[config.mk]
export PLATFORM = sky130hd
export DESIGN_NAME = book_header_stream_validator
export DESIGN_NICKNAME = d
export VERILOG_FILES = /design/src/design/bhsv_pkg.sv /design/src/design/bhsv_front.sv /design/src/design/bhsv_queue.sv /design/src/design/bhsv_back.sv /design/src/design/book_header_stream_validator.sv
export SDC_FILE = /design/constraint.sdc
export NUM_CORES = 1
export LEC_CHECK = 0
export BUFFER_PORTS_ARGS = -buffer_cell sky130_fd_sc_hd__buf_2
export CAP_MARGIN = 20
export CORE_UTILIZATION = 62
export DETAILED_ROUTE_END_ITERATION = 10
export GPL_ROUTABILITY_DRIVEN = 0
export MAX_ROUTING_LAYER = met4
export PLACE_DENSITY = 0.8
export SLEW_MARGIN = 10
export SYNTH_ARGS = -nofsm -noshare
export SYNTH_HDL_FRONTEND = slang
export SYNTH_SLANG_ARGS = --single-unit
export TNS_END_PERCENT = 1
[constraint.sdc]
create_clock -name clk -period 4 [get_ports clk]
set_clock_uncertainty 0.05 [all_clocks]
set_input_delay 0.6 -clock clk [delete_from_list [all_inputs] [get_ports clk]]
set_output_delay 0.6 -clock clk [all_outputs]
set_load 0.005 [all_outputs]
[src/design/bhsv_pkg.sv]
// ----------------------------------------------------------------------------
// bhsv_pkg: shared types and constants for the book header stream validator
// Line phases, character phases, section codes and the classified-byte record
// that travels from the front end to the back end.
// ----------------------------------------------------------------------------
package bhsv_pkg;

  // Line phase of the header parser.
  typedef enum logic [2:0] {
    PH_MAGIC   = 3'd0,
    PH_VERSION = 3'd1,
    PH_PCOUNT  = 3'd2,
    PH_VCOUNT  = 3'd3,
    PH_VARIANT = 3'd4,
    PH_PREDEF  = 3'd5,
    PH_COMMENT = 3'd6,
    PH_FAIL    = 3'd7
  } lp_t;

  typedef logic [2:0] cp_t;

  // Version line character phases.
  localparam cp_t V_START = 3'd0;
  localparam cp_t V_ZERO  = 3'd1;
  localparam cp_t V_INT   = 3'd2;
  localparam cp_t V_DOT   = 3'd3;
  localparam cp_t V_FZERO = 3'd4;
  localparam cp_t V_FRAC  = 3'd5;

  // Count line character phases.
  localparam cp_t N_START = 3'd0;
  localparam cp_t N_ZERO  = 3'd1;
  localparam cp_t N_DIG   = 3'd2;

  // Predef line character phases.
  localparam cp_t P_START = 3'd0;
  localparam cp_t P_CHAR  = 3'd1;
  localparam cp_t P_SPACE = 3'd2;

  // Section tag for separators and for bytes after a rejection.
  localparam logic [2:0] SECT_NONE = 3'd0;

  localparam logic [7:0] BYTE_END   = 8'h00;
  localparam logic [7:0] BYTE_NL    = 8'h0A;
  localparam logic [7:0] BYTE_SPACE = 8'h20;
  localparam logic [7:0] BYTE_DOT   = 8'h2E;
  localparam logic [7:0] BYTE_ZERO  = 8'h30;
  localparam logic [7:0] BYTE_NINE  = 8'h39;

  localparam logic [2:0] MAGIC_LEN = 3'd4;

  // Expected characters of the magic line "@PG@".
  function automatic logic [7:0] magic_char(input logic [1:0] pos);
    logic [7:0] c;
    case (pos)
      2'd0:    c = 8'h40;
      2'd1:    c = 8'h50;
      2'd2:    c = 8'h47;
      2'd3:    c = 8'h40;
      default: c = 8'h40;
    endcase
    return c;
  endfunction

  // One header byte after classification by the front end.
  typedef struct packed {
    logic [7:0] data;
    logic       is_end;
    logic       is_nl;
    logic       is_dig;
    logic       is_nz;
    logic       is_zero;
    logic       is_dot;
    logic       is_space;
    logic       var_ok;
  } cls_t;

  // One result transaction.
  typedef struct packed {
    logic [9:0] predef_total;
    logic [9:0] variant_total;
    logic       header_ok;
    logic       end_of_header;
    logic       failed;
    logic [2:0] section;
  } res_t;

endpackage

[src/design/bhsv_front.sv]
// ----------------------------------------------------------------------------
// bhsv_front: input byte classifier
// Decodes each incoming byte into the character classes the parser needs.
// ----------------------------------------------------------------------------
module bhsv_front (
  input  logic [7:0]    data_byte,
  output bhsv_pkg::cls_t cls
);

  always_comb begin
    cls.data     = data_byte;
    cls.is_end   = (data_byte == bhsv_pkg::BYTE_END);
    cls.is_nl    = (data_byte == bhsv_pkg::BYTE_NL);
    cls.is_dig   = (data_byte >= bhsv_pkg::BYTE_ZERO) && (data_byte <= bhsv_pkg::BYTE_NINE);
    cls.is_zero  = (data_byte == bhsv_pkg::BYTE_ZERO);
    cls.is_nz    = cls.is_dig && !cls.is_zero;
    cls.is_dot   = (data_byte == bhsv_pkg::BYTE_DOT);
    cls.is_space = (data_byte == bhsv_pkg::BYTE_SPACE);
    // Printable, not space, not uppercase.
    cls.var_ok   = (data_byte >= 8'h21) && (data_byte <= 8'h7E) &&
                   !((data_byte >= 8'h41) && (data_byte <= 8'h5A));
  end

endmodule

[src/design/bhsv_queue.sv]
// ----------------------------------------------------------------------------
// bhsv_queue: two-entry queue of classified bytes
// Decouples the classifier from the parser so each side stalls on its own.
// ----------------------------------------------------------------------------
module bhsv_queue (
  input  logic           clk,
  input  logic           rst_n,
  input  logic           push,
  input  bhsv_pkg::cls_t push_data,
  output logic           full,
  input  logic           pop,
  output logic           not_empty,
  output bhsv_pkg::cls_t pop_data
);

  bhsv_pkg::cls_t slot_r [2];
  logic           wr_ptr_r, wr_ptr_nxt;
  logic           rd_ptr_r, rd_ptr_nxt;
  logic [1:0]     count_r, count_nxt;

  assign full      = (count_r == 2'd2);
  assign not_empty = (count_r != 2'd0);
  assign pop_data  = slot_r[rd_ptr_r];

  always_comb begin
    wr_ptr_nxt = push ? ~wr_ptr_r : wr_ptr_r;
    rd_ptr_nxt = pop ? ~rd_ptr_r : rd_ptr_r;
    count_nxt  = count_r + {1'b0, push} - {1'b0, pop};
  end

  always_ff @(posedge clk) begin
    if (!rst_n) begin
      wr_ptr_r <= 1'b0;
      rd_ptr_r <= 1'b0;
      count_r  <= 2'd0;
    end else begin
      wr_ptr_r <= wr_ptr_nxt;
      rd_ptr_r <= rd_ptr_nxt;
      count_r  <= count_nxt;
    end
  end

  always_ff @(posedge clk) begin
    if (push) begin
      slot_r[wr_ptr_r] <= push_data;
    end
  end

endmodule

[src/design/bhsv_back.sv]
// ----------------------------------------------------------------------------
// bhsv_back: header parser and result register
// Runs the line and character state machine on one classified byte per cycle
// while the output side is not stalled, and holds the result until the output side takes it.
// ----------------------------------------------------------------------------
module bhsv_back #(
  parameter int MAX_COUNT = 1023
) (
  input  logic           clk,
  input  logic           rst_n,
  input  logic           q_valid,
  input  bhsv_pkg::cls_t q_data,
  output logic           q_pop,
  output logic           res_valid,
  output bhsv_pkg::res_t res,
  input  logic           res_ready
);

  // Counter width holds the saturated value MAX_COUNT + 1.
  localparam int CW = $clog2(MAX_COUNT + 2);
  localparam int PW = CW + 4;
  localparam int EW = (CW > 10) ? CW : 10;
  localparam logic [CW-1:0] CNT_MAX = CW'(MAX_COUNT);
  localparam logic [CW-1:0] CNT_SAT = CW'(MAX_COUNT + 1);

  bhsv_pkg::lp_t  lp_r, lp_nxt, lp_a;
  bhsv_pkg::cp_t  cp_r, cp_nxt, cp_a;
  logic [2:0]     mpos_r, mpos_nxt, mpos_a;
  logic [CW-1:0]  acc_r, acc_nxt, acc_a;
  logic [CW-1:0]  pleft_r, pleft_nxt, pleft_a;
  logic [CW-1:0]  vleft_r, vleft_nxt, vleft_a;
  logic [CW-1:0]  pseen_r, pseen_nxt, pseen_a;
  logic [CW-1:0]  vseen_r, vseen_nxt, vseen_a;
  logic           open_r, open_nxt, open_a;

  logic           out_valid_r, out_valid_nxt;
  bhsv_pkg::res_t out_r;
  bhsv_pkg::res_t res_nxt;

  logic [PW-1:0]  prod;
  logic [CW-1:0]  digit_acc;
  logic [CW-1:0]  pleft_dec;
  logic [CW-1:0]  vleft_dec;
  logic           is_sep;
  logic [EW-1:0]  vseen_ext;
  logic [EW-1:0]  pseen_ext;

  assign is_sep = q_data.is_end || q_data.is_nl;
  assign q_pop  = q_valid && (!out_valid_r || res_ready);

  // acc * 10 + digit, saturated above MAX_COUNT.
  always_comb begin
    prod = (PW'(acc_r) << 3) + (PW'(acc_r) << 1) + PW'(q_data.data[3:0]);
    digit_acc = (prod > PW'(MAX_COUNT)) ? CNT_SAT : prod[CW-1:0];
  end

  assign pleft_dec = pleft_r - CW'(1);
  assign vleft_dec = vleft_r - CW'(1);

  // Parser next-state logic: the state right after this byte.
  always_comb begin
    lp_a    = lp_r;
    cp_a    = cp_r;
    mpos_a  = mpos_r;
    acc_a   = acc_r;
    pleft_a = pleft_r;
    vleft_a = vleft_r;
    pseen_a = pseen_r;
    vseen_a = vseen_r;
    open_a  = open_r;

    if (is_sep) begin
      if (open_r) begin
        case (lp_r)
          bhsv_pkg::PH_MAGIC: begin
            lp_a = (mpos_r == bhsv_pkg::MAGIC_LEN) ? bhsv_pkg::PH_VERSION : bhsv_pkg::PH_FAIL;
          end
          bhsv_pkg::PH_VERSION: begin
            lp_a = (cp_r == bhsv_pkg::V_FZERO || cp_r == bhsv_pkg::V_FRAC) ?
                   bhsv_pkg::PH_PCOUNT : bhsv_pkg::PH_FAIL;
          end
          bhsv_pkg::PH_PCOUNT: begin
            if (acc_r == '0 || acc_r > CNT_MAX) begin
              lp_a = bhsv_pkg::PH_FAIL;
            end else begin
              pseen_a = acc_r;
              pleft_a = acc_r;
              lp_a    = bhsv_pkg::PH_VCOUNT;
            end
          end
          bhsv_pkg::PH_VCOUNT: begin
            if (acc_r > CNT_MAX || pleft_r <= acc_r) begin
              lp_a = bhsv_pkg::PH_FAIL;
            end else begin
              vseen_a = acc_r;
              pleft_a = pleft_dec;
              vleft_a = acc_r;
              if (pleft_dec == '0) begin
                lp_a = bhsv_pkg::PH_COMMENT;
              end else if (acc_r == '0) begin
                lp_a = bhsv_pkg::PH_PREDEF;
              end else begin
                lp_a = bhsv_pkg::PH_VARIANT;
              end
            end
          end
          bhsv_pkg::PH_VARIANT: begin
            vleft_a = vleft_dec;
            pleft_a = pleft_dec;
            if (vleft_dec == '0) begin
              lp_a = (pleft_dec == '0) ? bhsv_pkg::PH_COMMENT : bhsv_pkg::PH_PREDEF;
            end
          end
          bhsv_pkg::PH_PREDEF: begin
            if (cp_r == bhsv_pkg::P_SPACE) begin
              lp_a = bhsv_pkg::PH_FAIL;
            end else begin
              pleft_a = pleft_dec;
              if (pleft_dec == '0) begin
                lp_a = bhsv_pkg::PH_COMMENT;
              end
            end
          end
          default: begin
          end
        endcase
        open_a = 1'b0;
        cp_a   = '0;
        mpos_a = '0;
        acc_a  = '0;
      end
    end else begin
      open_a = 1'b1;
      case (lp_r)
        bhsv_pkg::PH_MAGIC: begin
          if (mpos_r < bhsv_pkg::MAGIC_LEN &&
              q_data.data == bhsv_pkg::magic_char(mpos_r[1:0])) begin
            mpos_a = mpos_r + 3'd1;
          end else begin
            lp_a = bhsv_pkg::PH_FAIL;
          end
        end
        bhsv_pkg::PH_VERSION: begin
          if (cp_r == bhsv_pkg::V_START || cp_r == bhsv_pkg::V_DOT) begin
            if (q_data.is_zero) begin
              cp_a = (cp_r == bhsv_pkg::V_START) ? bhsv_pkg::V_ZERO : bhsv_pkg::V_FZERO;
            end else if (q_data.is_nz) begin
              cp_a = (cp_r == bhsv_pkg::V_START) ? bhsv_pkg::V_INT : bhsv_pkg::V_FRAC;
            end else begin
              lp_a = bhsv_pkg::PH_FAIL;
            end
          end else if ((cp_r == bhsv_pkg::V_ZERO || cp_r == bhsv_pkg::V_INT) &&
                       q_data.is_dot) begin
            cp_a = bhsv_pkg::V_DOT;
          end else if (!((cp_r == bhsv_pkg::V_INT || cp_r == bhsv_pkg::V_FRAC) &&
                         q_data.is_dig)) begin
            lp_a = bhsv_pkg::PH_FAIL;
          end
        end
        bhsv_pkg::PH_PCOUNT, bhsv_pkg::PH_VCOUNT: begin
          if (cp_r == bhsv_pkg::N_START && q_data.is_dig) begin
            cp_a  = q_data.is_nz ? bhsv_pkg::N_DIG : bhsv_pkg::N_ZERO;
            acc_a = digit_acc;
          end else if (cp_r == bhsv_pkg::N_DIG && q_data.is_dig) begin
            acc_a = digit_acc;
          end else begin
            lp_a = bhsv_pkg::PH_FAIL;
          end
        end
        bhsv_pkg::PH_VARIANT: begin
          if (!q_data.var_ok) begin
            lp_a = bhsv_pkg::PH_FAIL;
          end
        end
        bhsv_pkg::PH_PREDEF: begin
          if (q_data.is_space) begin
            if (cp_r == bhsv_pkg::P_START) begin
              lp_a = bhsv_pkg::PH_FAIL;
            end else begin
              cp_a = bhsv_pkg::P_SPACE;
            end
          end else begin
            cp_a = bhsv_pkg::P_CHAR;
          end
        end
        default: begin
        end
      endcase
    end

    // The terminating zero byte rearms everything.
    if (q_data.is_end) begin
      lp_nxt    = bhsv_pkg::PH_MAGIC;
      cp_nxt    = '0;
      mpos_nxt  = '0;
      acc_nxt   = '0;
      pleft_nxt = '0;
      vleft_nxt = '0;
      pseen_nxt = '0;
      vseen_nxt = '0;
      open_nxt  = 1'b0;
    end else begin
      lp_nxt    = lp_a;
      cp_nxt    = cp_a;
      mpos_nxt  = mpos_a;
      acc_nxt   = acc_a;
      pleft_nxt = pleft_a;
      vleft_nxt = vleft_a;
      pseen_nxt = pseen_a;
      vseen_nxt = vseen_a;
      open_nxt  = open_a;
    end
  end

  // Result fields for this byte.
  always_comb begin
    vseen_ext = EW'(vseen_a);
    pseen_ext = EW'(pseen_a);
    res_nxt.section       = (is_sep || lp_r == bhsv_pkg::PH_FAIL) ?
                            bhsv_pkg::SECT_NONE : (3'(lp_r) + 3'd1);
    res_nxt.failed        = (lp_a == bhsv_pkg::PH_FAIL);
    res_nxt.end_of_header = q_data.is_end;
    res_nxt.header_ok     = q_data.is_end && (lp_a == bhsv_pkg::PH_COMMENT);
    res_nxt.variant_total = vseen_ext[9:0];
    res_nxt.predef_total  = pseen_ext[9:0];
    out_valid_nxt         = q_pop || (out_valid_r && !res_ready);
  end

  always_ff @(posedge clk) begin
    if (!rst_n) begin
      lp_r        <= bhsv_pkg::PH_MAGIC;
      cp_r        <= '0;
      mpos_r      <= '0;
      acc_r       <= '0;
      pleft_r     <= '0;
      vleft_r     <= '0;
      pseen_r     <= '0;
      vseen_r     <= '0;
      open_r      <= 1'b0;
      out_valid_r <= 1'b0;
    end else begin
      out_valid_r <= out_valid_nxt;
      if (q_pop) begin
        lp_r    <= lp_nxt;
        cp_r    <= cp_nxt;
        mpos_r  <= mpos_nxt;
        acc_r   <= acc_nxt;
        pleft_r <= pleft_nxt;
        vleft_r <= vleft_nxt;
        pseen_r <= pseen_nxt;
        vseen_r <= vseen_nxt;
        open_r  <= open_nxt;
      end
    end
  end

  always_ff @(posedge clk) begin
    if (q_pop) begin
      out_r <= res_nxt;
    end
  end

  assign res_valid = out_valid_r;
  assign res       = out_r;

endmodule

[src/design/book_header_stream_validator.sv]
// ----------------------------------------------------------------------------
// book_header_stream_validator: streaming checker for a book header
// Parses a header text one byte per transaction, tags every byte with its
// section and reports acceptance of the header on its terminating zero byte.
// ----------------------------------------------------------------------------
//
//   Channel   Dir   Signals                          Content
//   input     in    in_tvalid/in_tready/in_tdata     one header byte
//   result    out   out_tvalid/out_tready/out_tdata  flags and count totals
//                   out_tuser, out_tlast             section tag, end of header
//
// The block sustains one transaction per cycle while the result side is ready.
// A byte is classified in the cycle it is accepted and waits in a two-entry
// queue; the parser takes it at the next edge at the earliest and loads its
// result into the output register at that same edge. The parser state update
// handles one byte at a time, and that loop sets the rate. Reset (rst_n low,
// synchronous) empties the queue and the output register and returns the
// parser to the start of a header. A stall on the result side fills the
// queue and then drops in_tready; no transaction is lost.
//
// Lines are checked in order: the magic line, a version line, a nonzero
// predef count, a variant count smaller than it, the variant lines and the
// remaining predef lines; anything after the last predef is comment. Empty
// lines are skipped. Any rejection is sticky until the zero byte, which
// reports header_ok and rearms the parser for the next header.
module book_header_stream_validator #(
  parameter int MAX_COUNT = 1023
) (
  input  logic        clk,
  input  logic        rst_n,

  input  logic        in_tvalid,
  output logic        in_tready,
  input  logic [7:0]  in_tdata,   // [7:0] data_byte

  output logic        out_tvalid,
  input  logic        out_tready,
  output logic [23:0] out_tdata,  // [0] failed, [1] header_ok,
                                  // [11:2] variant_total, [21:12] predef_total,
                                  // [23:22] zero
  output logic [2:0]  out_tuser,  // [2:0] section
  output logic        out_tlast   // end_of_header
);

  bhsv_pkg::cls_t in_cls;
  bhsv_pkg::cls_t q_data;
  bhsv_pkg::res_t res;
  logic           q_full;
  logic           q_valid;
  logic           q_pop;
  logic           push;

  // Front end: classify the byte as it arrives.
  bhsv_front u_front (
    .data_byte (in_tdata),
    .cls       (in_cls)
  );

  assign in_tready = !q_full;
  assign push      = in_tvalid && in_tready;

  bhsv_queue u_queue (
    .clk       (clk),
    .rst_n     (rst_n),
    .push      (push),
    .push_data (in_cls),
    .full      (q_full),
    .pop       (q_pop),
    .not_empty (q_valid),
    .pop_data  (q_data)
  );

  // Back end: the header parser with its result register.
  bhsv_back #(
    .MAX_COUNT (MAX_COUNT)
  ) u_back (
    .clk       (clk),
    .rst_n     (rst_n),
    .q_valid   (q_valid),
    .q_data    (q_data),
    .q_pop     (q_pop),
    .res_valid (out_tvalid),
    .res       (res),
    .res_ready (out_tready)
  );

  assign out_tdata = {2'b00, res.predef_total, res.variant_total,
                      res.header_ok, res.failed};
  assign out_tuser = res.section;
  assign out_tlast = res.end_of_header;

endmodule

==> flow_metrics.env, run 1 <==
export IMPL_netlist_instances=760
export IMPL_syn_area_um2=7400
export IMPL_dieWidth_um=111
export IMPL_internal_power_mw=3.03
export IMPL_cts_root_buf="clkbuf_16"
export IMPL_synthArstFlopShare_pct=0
export IMPL_viasPerCell=6.62
export IMPL_crit_required_ns=4.31
export IMPL_grt_max_degree=48
export IMPL_cp_num_buf_inv=1
export IMPL_fin_setup_tns_ns=0
export IMPL_wl_per_cell_um=19.6
export IMPL_track_usage_pct=32.2
export IMPL_core_area_um2=11500
export IMPL_synth_flop_cell="dfxtp_1"
export IMPL_synth_cell_types=81
export IMPL_cts_resized=0
export IMPL_final_util_pct=72.3
export IMPL_power_total_mw=4.58
export IMPL_violations="design-rule violations"
export IMPL_p_leak_nw=3.22
export IMPL_period_share_pct=95.9
export IMPL_hp_class="primary input to register"
export IMPL_worstSetupStartpointType="register"
export IMPL_clock_power_share_pct=33.0
export IMPL_routed_wl_um=18600
export IMPL_final_cell_mix="69 x dfxtp_1, 63 x nor2_1, 58 x edfxtp_1"
export IMPL_fin_crit_ns=3.84
export IMPL_multi_input_area_um2=3950
export IMPL_pwr_share_seq_pct=37.5
export IMPL_die_area_um2=12400
export IMPL_cp_max_fo=14
export IMPL_htreeDepth=4
export IMPL_cts_setup_buffers=0
export IMPL_crit_path_end_kind="register"
export IMPL_antenna_cells=0
export IMPL_initialDrtViolationCount=747
export IMPL_start_util_pct=64.3
export IMPL_num_io_pins=42
export IMPL_finalMaxSlewViolations=0
export IMPL_dp_hpwl_um=12600
export IMPL_syn_to_final_growth_pct=12.5
export IMPL_ys_seq_elements=127
export IMPL_antenna_found_initial=0
export IMPL_switchingPower_mw=1.54
export IMPL_setup_viol=0
export IMPL_num_rows=39
export IMPL_slew_headroom_pct=30.5
export IMPL_crit_top_cell="ha_1"
export IMPL_combPwrFrac_pct=29.5
export IMPL_drc=18
export IMPL_clock_sinks=127
export IMPL_clkTransAtPathRegs_ns=0.06
export IMPL_seqCellArea_um2=3120
export IMPL_swShare_pct=33.7
export IMPL_path_cells="buf_4 > mux2_4 > ha_1 > ha_1 > a21o_1 > a21oi_1 > o21ai_0 > a41oi_1 > mux2_2 > nor4b_4 > a32o_1"
export IMPL_clockBufferDepth=2
export IMPL_hold_viol_final=0
export IMPL_yosysSeqAreaShare_pct=42.2
export IMPL_first_global_vias=6107
export IMPL_tightest_slew_ns=1.04
export IMPL_synth_avg_cell_area_um2=9.74
export IMPL_cts_inserted_buffers=17
export IMPL_layout_drive_gt1_share_pct=16.7
export IMPL_cts_tree="built"
export IMPL_ir_drop_mv=0.484
export IMPL_dp_cells=919
export IMPL_nFillCells=784
export IMPL_placed_area_um2=7750
export IMPL_drtAntennaViolNets=0
export IMPL_clk_insertion_delay_late_ns=0.43
export IMPL_max_freq_ghz=0.261
export IMPL_layout_commonest_cell="dfxtp_1"
export IMPL_drt_pass1_iterations=8
export IMPL_portBuffers=39
export IMPL_grt_pass1_wl_um=30200
export IMPL_synth_edf_count=58
export IMPL_worstPathArrival_ns=4.15
export IMPL_fp_dieH_um=111
export IMPL_vias=6291
export IMPL_fin_cells=951
export IMPL_hold_ws_ns=0.376
export IMPL_rsz0062_at_grt="false"
export IMPL_crit_path_max_incr_delay_ns=0.60
export IMPL_slowest_stage="nor4b_4"
export IMPL_worst_setup_path_type="register to register"
export IMPL_cp_top_family="compound AO/OA/AOI/OAI gates"
export IMPL_powerDensity_nw_per_um2=550
export IMPL_cts_hold_buf=0
export IMPL_outcome="complete, but fails checks"
export IMPL_grt_ovfl_total=0
export IMPL_yosysWarnings=0
export IMPL_pre_cts_slack_ns=0.234
export IMPL_cap_violations=0
export IMPL_final_area_um2=8330
export IMPL_fin_ws_ns=0.162
export IMPL_nNetsFinal=857
-- final cells by class --
type | count | share of cell area [%]
multi-input cells | 552 | 47.5
flip-flops and latches | 127 | 37.5
clock buffers | 21 | 5.55
repair buffers | 61 | 4.33
well taps | 143 | 2.15
inverters | 36 | 1.62
clock inverters | 11 | 1.37
-- routing by layer --
layer  up-vias  part of all wire, %  wire, um  global-route usage [%]
li1       2913                    -         -                       -
met1      2993                   40      7510                    38.1
met2       328                   48      8970                    52.3
met3        57                  8.3      1550                    6.78
met4         0                  3.0       565                    15.9
met5         -                    0         0                       -
-- registers in the layout, summed over array words and instances, names as in the netlist, named ones only --
name	cells
u_queue.slot_r	32
u_back.cp_r	3
u_back.acc_r	11
u_queue.count_r	2
u_back.pleft_r	11
u_back.mpos_r	3
u_back.open_r	1
u_back.vleft_r	11
u_back.res_valid	1
u_back.lp_r	3
u_queue.wr_ptr_r	1
u_queue.rd_ptr_r	1
u_back.pseen_r	10
u_back.vseen_r	10
u_back.res	26
-- worst paths after layout --
kind | startpoint | end | slack (ns) | depth (start not counted)
hold / removal | in_tdata[7] | u_queue.slot_r[0][15] | 0.38 | 1
setup / recovery | register | u_back.acc_r[6] | 0.16 | 11
setup reg to reg | register | u_back.acc_r[6] | 0.16 | 11
hold reg to reg | u_back.vleft_r[10] | u_back.vleft_r[10] | 0.46 | 2
-- cell families after synthesis --
logic type | count (synthesis) | share of synthesized area (%)
buf+inv | 82 | 4.55
mux | 37 | 5.58
xor+xnor | 20 | 2.37
compound gates | 197 | 18.9
simple gates | 245 | 17.6
other cells | 1 | 0.0507
flops | 127 | 42.2
fa+ha+maj | 51 | 8.79
-- power by group through the flow --
| stage | combinational [mW] | sequential, mW | clock (mW) |
|---|---|---|---|
| CTS | 1.33 | 1.71 | 1.53 |
| floorplan | 0.918 | 1.71 | 0 |
| finish | 1.35 | 1.71 | 1.51 |
| detailed placement | 1.31 | 1.74 | 0 |
| global route | 1.46 | 1.73 | 1.58 |
| global placement | 1.28 | 1.72 | 0 |
-- synthesized netlist by cell type, types with 7 or more instances --
| master | instances | share of area (%) |
|---|---|---|
| and3_1 | 8 | 0.68 |
| nand2b_1 | 8 | 0.68 |
| o31ai_1 | 8 | 0.81 |
| nor2_1 | 63 | 3.2 |
| xnor2_1 | 16 | 1.9 |
| ha_1 | 48 | 8.1 |
| nor3_1 | 29 | 2.0 |
| o21ai_0 | 29 | 2.0 |
| clkbuf_1 | 34 | 1.7 |
| a22oi_1 | 22 | 2.2 |
| dfxtp_1 | 69 | 19 |
| nand3_1 | 9 | 0.61 |
| nand4_1 | 8 | 0.68 |
| nor2b_1 | 8 | 0.68 |
| a22o_1 | 9 | 1.1 |
| a21oi_1 | 49 | 3.3 |
| o32ai_1 | 7 | 0.83 |
| buf_2 | 8 | 0.54 |
| edfxtp_1 | 58 | 24 |
| mux2_2 | 26 | 4.0 |
| nor3b_1 | 7 | 0.71 |
| inv_1 | 35 | 1.8 |
| nand2_1 | 55 | 2.8 |
| nor4_1 | 12 | 1.0 |
| mux2i_1 | 9 | 1.2 |
No activity file was read; power rests on OpenSTA's default activity.
==> run 2, diff against run 1 <==
--- a/config.mk
+++ b/config.mk
@@ -5,6 +5,7 @@
 export SDC_FILE = /design/constraint.sdc
 export NUM_CORES = 1
 export LEC_CHECK = 0
+export ABC_AREA = 1
 export BUFFER_PORTS_ARGS = -buffer_cell sky130_fd_sc_hd__buf_2
 export CAP_MARGIN = 20
 export CORE_UTILIZATION = 62
==> run 2 against run 1 <==
The run still ends with design-rule violations left. Worst hold slack worse by 0.013 ns. Largest cell class unchanged. Area after synthesis is 1.5% higher. Sequential power is 9% higher. Clock power is 8% higher. Flip-flop and latch count stayed put. Critical path depth is 1 higher. Die area is 1.4% higher. Final cell count is 22% higher. Total power is 37% higher. Global-route usage is 0.78 points lower.
==> flow_metrics.env, run 2 <==
export IMPL_cap_violations=0
export IMPL_netlist_instances=969
export IMPL_hold_viol_final=0
export IMPL_cts_inserted_buffers=17
export IMPL_rsz0062_at_grt="false"
export IMPL_drt_pass1_iterations=8
export IMPL_clkTransAtPathRegs_ns=0.06
export IMPL_setup_viol=0
export IMPL_syn_to_final_growth_pct=12.0
export IMPL_switchingPower_mw=2.64
export IMPL_synth_avg_cell_area_um2=7.75
export IMPL_synth_area_leader_cell="edfxtp_1"
export IMPL_antenna_cells=0
export IMPL_core_area_um2=11600
export IMPL_final_area_um2=8410
export IMPL_swShare_pct=42.1
export IMPL_routed_top_layer="met4"
export IMPL_cts_setup_buffers=0
export IMPL_wl_met3_um=1270
export IMPL_first_global_vias=6320
export IMPL_synth_common_cells="236 x nand2_1, 105 x inv_1, 95 x a21oi_1"
export IMPL_wl_met1_um=7810
export IMPL_synth_cell_types=47
export IMPL_viasPerCell=5.80
export IMPL_num_io_pins=42
export IMPL_wl_per_cell_um=15.7
export IMPL_drc=3
export IMPL_max_freq_ghz=0.296
export IMPL_cts_root_buf="clkbuf_16"
export IMPL_clk_insertion_delay_late_ns=0.42
export IMPL_r2r_start="u_back.acc_r[2]"
export IMPL_crit_path_end_kind="register"
export IMPL_vias=6737
export IMPL_fin_setup_tns_ns=0
export IMPL_powerDensity_nw_per_um2=744
export IMPL_syn_area_um2=7510
export IMPL_synth_area_leaders="edfxtp_1 23%, dfxtp_1 18%, nand2_1 12%"
export IMPL_p_leak_nw=3.62
export IMPL_portBuffers=39
export IMPL_htreeDepth=4
export IMPL_fp_dieH_um=112
export IMPL_startpoint="u_back.acc_r[2]"
export IMPL_cts_tree="built"
export IMPL_ys_seq_elements=127
export IMPL_synthArstFlopShare_pct=0
export IMPL_yosysSeqAreaShare_pct=41.6
export IMPL_synth_flop_cell="dfxtp_1"
export IMPL_fin_crit_ns=3.37
export IMPL_antenna_found_initial=0
export IMPL_tightest_slew_ns=0.905
export IMPL_grt_max_degree=36
export IMPL_finalMaxSlewViolations=0
export IMPL_layout_drive_gt1_share_pct=10.9
export IMPL_layout_commonest_cell="nand2_1"
export IMPL_wl_met2_um=8690
export IMPL_hp_class="primary input to register"
export IMPL_die_area_um2=12600
export IMPL_clock_power_share_pct=26.1
export IMPL_initialDrtViolationCount=660
export IMPL_holdCritStartpoint="in_tdata[7]"
export IMPL_violations="design-rule violations"
export IMPL_dieWidth_um=112
export IMPL_crit_required_ns=4.29
export IMPL_largest_reg_flops=32
export IMPL_num_rows=39
export IMPL_nFillCells=887
export IMPL_yosysMostFrequentCell="nand2_1"
export IMPL_grt_pass1_wl_um=30200
export IMPL_dp_hpwl_um=12800
export IMPL_cp_max_fo=6
export IMPL_clockBufferDepth=2
export IMPL_regMostFlops="u_queue.slot_r"
export IMPL_worstSetupStartpointType="register"
export IMPL_internal_power_mw=3.62
export IMPL_synth_top_cell_area_share_pct=23.2
export IMPL_outcome="complete, but fails checks"
export IMPL_final_cell_mix="236 x nand2_1, 105 x inv_1, 95 x a21oi_1"
export IMPL_drtAntennaViolNets=0
export IMPL_synth_edf_count=58
export IMPL_nNetsFinal=1068
export IMPL_worst_setup_path_type="register to register"
export IMPL_placed_area_um2=7790
export IMPL_cts_hold_buf=0
export IMPL_ir_drop_mv=0.469
export IMPL_worstPathArrival_ns=3.67
export IMPL_yosysWarnings=0
export IMPL_routed_wl_um=18300
export IMPL_clock_sinks=127
export IMPL_pwr_share_seq_pct=29.7
export IMPL_period_share_pct=84.3
export IMPL_cts_resized=0
export IMPL_combPwrFrac_pct=44.2
export IMPL_track_usage_pct=31.4
export IMPL_start_util_pct=64.7
export IMPL_slew_headroom_pct=39.7
export IMPL_grt_ovfl_total=0
-- run 2: power groups by stage --
stage | Combinational [mW] | Sequential (mW) | Clock, mW
2_1_floorplan | 2.06 | 1.85 | 0
3_5_place_dp | 2.68 | 1.88 | 0
3_3_place_gp | 2.64 | 1.87 | 0
5_1_grt | 3.14 | 1.89 | 1.70
4_1_cts | 2.74 | 1.85 | 1.63
6_report | 2.77 | 1.86 | 1.63
-- run 2: worst max-delay path: stages, from the launching register on --
cell and delay (ns):
dfxtp_1 0.44, inv_1 0.19, fa_1 0.53, inv_1 0.07
fa_1 0.49, a21oi_1 0.30, nor2_1 0.10, o22ai_1 0.21
o21ai_0 0.13, nor2_1 0.32, buf_4 0.21, nand4_1 0.09
a21oi_1 0.17
-- run 2: cell families (layout without fill, tap and decap cells) --
group,count (synthesis),after routing,synth area share (%)
other cells,1,2,0.0499
mux,3,3,0.400
fa+ha+maj,50,50,8.53
compound gates,216,216,16.3
flops,127,127,41.6
buf+inv,144,193,8.00
simple gates,418,418,24.0
xor+xnor,10,10,1.17
-- run 2: layout make-up --
| class | instances | area, um2 | share of cell area (%) |
|---|---|---|---|
| inverter | 113 | 434 | 5.16 |
| clock inverter | 13 | 188 | 2.23 |
| tap | 143 | 179 | 2.13 |
| sequential | 127 | 3120 | 37.1 |
| clock buffer | 19 | 433 | 5.14 |
| multi-input combinational | 699 | 3790 | 45.1 |
| timing repair buffer | 48 | 263 | 3.12 |
-- run 2: stage by stage --
step / cells / setup WS (ns) / power (mW) / hold slack, ns / util (%)
floorplan: 970 / 1.20 / 3.91 / 0.375 / -
global placement: 1130 / 0.996 / 4.52 / 0.388 / 67.1
detailed placement: 1130 / 0.876 / 4.56 / 0.393 / 67.1
CTS: 1162 / 0.741 / 6.22 / 0.365 / 72.5
global route: 1162 / 0.467 / 6.73 / 0.358 / 72.5
finish: 1162 / 0.627 / 6.26 / 0.363 / 72.5
-- run 2: path summary, 6_finish.rpt --
path | to | slack [ns] | cells after the start
min reg2reg | u_queue.rd_ptr_r | 0.40 | 1
min | u_queue.slot_r[0][15] | 0.36 | 1
max reg2reg | u_back.acc_r[3] | 0.63 | 12
max | u_back.acc_r[3] | 0.63 | 12
-- run 2: per-layer routing --
metal,GRT usage (%),vias to the layer above
met5,-,-
met4,12.9,0
met3,4.81,42
met2,51.3,266
met1,39.2,3085
li1,-,3344
==> run 3, diff against run 2 <==
--- a/config.mk
+++ b/config.mk
@@ -5,14 +5,14 @@
 export SDC_FILE = /design/constraint.sdc
 export NUM_CORES = 1
 export LEC_CHECK = 0
-export ABC_AREA = 1
+export ABC_AREA = 0
 export BUFFER_PORTS_ARGS = -buffer_cell sky130_fd_sc_hd__buf_2
 export CAP_MARGIN = 20
-export CORE_UTILIZATION = 62
+export CORE_UTILIZATION = 56
 export DETAILED_ROUTE_END_ITERATION = 10
 export GPL_ROUTABILITY_DRIVEN = 0
 export MAX_ROUTING_LAYER = met4
-export PLACE_DENSITY = 0.8
+export PLACE_DENSITY = 0.76
 export SLEW_MARGIN = 10
 export SYNTH_ARGS = -nofsm -noshare
 export SYNTH_HDL_FRONTEND = slang
==> constraint.sdc (replaced) <==
create_clock -name clk -period 2.75 [get_ports clk]
set_clock_uncertainty 0.05 [all_clocks]
set_input_delay 0.4125 -clock clk [delete_from_list [all_inputs] [get_ports clk]]
set_output_delay 0.4125 -clock clk [all_outputs]
set_load 0.005 [all_outputs]
==> run 3 against run 2 <==
Non-clock buffer count grew 113. Wire length rose by 14%. Via count is 1.0% higher. Final cell count down 7.1%. Register-to-register slack lost 1.1 ns. Global-route usage grew 1.1 points. Die area is 8.9% higher. Total power rose by 11%. The run ends with negative setup slack left. Clock-buffer cell count increased by 3.
==> flow_metrics.env, run 3 (synthesized netlist as in run 1, its figures left out) <==
export IMPL_layout_commonest_cell="buf_4"
export IMPL_syn_to_final_growth_pct=25.3
export IMPL_slew_headroom_pct=48.1
export IMPL_viasPerCell=6.30
export IMPL_die_area_um2=13700
export IMPL_drt_pass1_iterations=5
export IMPL_hold_ws_ns=0.180
export IMPL_pre_cts_slack_ns=-0.605
export IMPL_initialDrtViolationCount=685
export IMPL_crit_top_cell="a21oi_2"
export IMPL_final_util_pct=72.6
export IMPL_outcome="complete, but fails checks"
export IMPL_core_area_um2=12800
export IMPL_finalMaxSlewViolations=0
export IMPL_p_leak_nw=3.75
export IMPL_clock_sinks=127
export IMPL_cp_max_fo=5
export IMPL_dp_cells=1032
export IMPL_reg2reg_slack_ns=-0.45
export IMPL_clk_insertion_delay_late_ns=0.43
export IMPL_cap_violations=0
export IMPL_tightest_slew_ns=0.779
export IMPL_fin_crit_ns=3.20
export IMPL_htreeDepth=4
export IMPL_slowest_stage="dfxtp_4"
export IMPL_setup_viol=17
export IMPL_wl_met1_um=8030
export IMPL_vias=6807
export IMPL_grt_max_degree=48
export IMPL_routed_top_layer="met4"
export IMPL_nFillCells=859
export IMPL_grt_ovfl_total=0
export IMPL_cts_root_buf="clkbuf_16"
export IMPL_period_share_pct=116
export IMPL_max_freq_ghz=0.313
export IMPL_routed_wl_um=20900
export IMPL_wl_per_cell_um=19.3
export IMPL_worstPathArrival_ns=3.52
export IMPL_hold_path_endpoint="u_queue.slot_r[1][15]"
export IMPL_dieWidth_um=117
export IMPL_rsz0062_at_grt="true"
export IMPL_final_area_um2=9270
export IMPL_hp_class="primary input to register"
export IMPL_crit_path_end_kind="register"
export IMPL_violations="negative setup slack"
export IMPL_portBuffers=39
export IMPL_worstSetupStartpointType="register"
export IMPL_fin_cells=1080
export IMPL_clkTransAtPathRegs_ns=0.05
export IMPL_layout_drive_gt1_share_pct=28.7
export IMPL_nNetsFinal=957
export IMPL_num_io_pins=42
export IMPL_drtAntennaViolNets=0
export IMPL_cts_inserted_buffers=17
export IMPL_antenna_cells=0
export IMPL_num_rows=41
export IMPL_wl_met3_um=1490
export IMPL_hold_viol_final=0
export IMPL_largest_reg_flops=32
export IMPL_first_global_vias=6633
export IMPL_power_total_mw=6.92
export IMPL_cts_tree="built"
export IMPL_start_util_pct=57.9
export IMPL_ir_drop_mv=0.654
export IMPL_fin_ws_ns=-0.448
export IMPL_wl_met2_um=10400
export IMPL_antenna_found_initial=0
export IMPL_powerDensity_nw_per_um2=747
export IMPL_track_usage_pct=32.6
export IMPL_crit_required_ns=3.07
export IMPL_clockBufferDepth=2
export IMPL_fin_setup_tns_ns=-5.19
export IMPL_cts_hold_buf=0
export IMPL_grt_pass1_wl_um=32500
export IMPL_placed_area_um2=8470
export IMPL_dp_hpwl_um=14100
export IMPL_fp_dieH_um=117
export IMPL_final_cell_mix="118 x buf_4, 67 x dfxtp_1, 63 x nor2_1"
export IMPL_worst_hold_path_num_cells=1
export IMPL_worst_setup_path_type="register to register"
export IMPL_crit_path_max_incr_delay_ns=0.38
export IMPL_reg2reg_to="u_back.acc_r[1]"
export IMPL_drc=0
export IMPL_reg2reg_depth=14
export IMPL_path_cells="buf_6 > mux2_4 > ha_1 > ha_2 > fa_2 > a21oi_2 > o21bai_1 > nand2_1 > a21oi_2 > mux2i_2 > nor4b_4 > buf_4 > clkbuf_16 > a22o_1"
export IMPL_regMostFlops="u_queue.slot_r"
export IMPL_holdCritStartpoint="in_tdata[7]"
## run 3: changes by cell type in the layout (fill, tap and decap cells not counted), sizes merged, moves of 11 or more
cell    change
a211oi     -11
a21oi      -46
a22oi      +22
buf       +112
inv        -79
mux2       +28
nand2     -186
nand3      -29
nand4      -13
nor2       -35
nor3       +19
o21ai      -50
## run 3: cell type report
class	count	area [um2]	share of cell area [%]
clock buffer	22	475	5.13
clock inverter	10	87.6	0.945
inverter	36	135	1.46
multi-input combinational	552	4070	43.9
sequential	127	3130	33.8
tap	172	215	2.32
timing repair buffer	161	1160	12.5
## run 3: critical path, delay by kind of cell (launching register included)
family	cells	cell delay [ns]
buffers and inverters	3	0.43
muxes	2	0.51
adders and majority gates	3	0.86
DFF	1	0.38
and+or+nand+nor	2	0.41
AOI/OAI and AO/OA	4	0.50
## run 3: how the worst max path moves through the flow
stage,start,end
after floorplan,register,u_back.acc_r[6]
after global placement,register,u_back.acc_r[6]
after detailed placement,register,u_back.acc_r[6]
after CTS,register,u_back.acc_r[2]
after global routing,register,u_back.acc_r[2]
final,register,u_back.acc_r[1]
## run 3: repair_timing
action                                  in CTS  in global routing
setup buffers                               10                  5
endpoints found under the setup margin      52                 55
resized for setup                           18                 11
hold endpoints to repair                     0                  0
cloned                                       1                  0
pin swaps                                   13                 12
## run 3: report_power, final
group / internal, mW / switching (mW) / total [mW] / leakage, nW
Sequential: 2.33 / 0.159 / 2.49 / 1.11
Combinational: 0.933 / 1.37 / 2.30 / 2.36
Clock: 1.31 / 0.826 / 2.14 / 0.275
Total: 4.57 / 2.35 / 6.92 / 3.75
## run 3: metal layers
metal,GRT usage (%),vias up
met2,54.1,359
met1,36.3,3243
li1,-,3118
met5,-,-
met3,7.31,87
met4,18.3,0
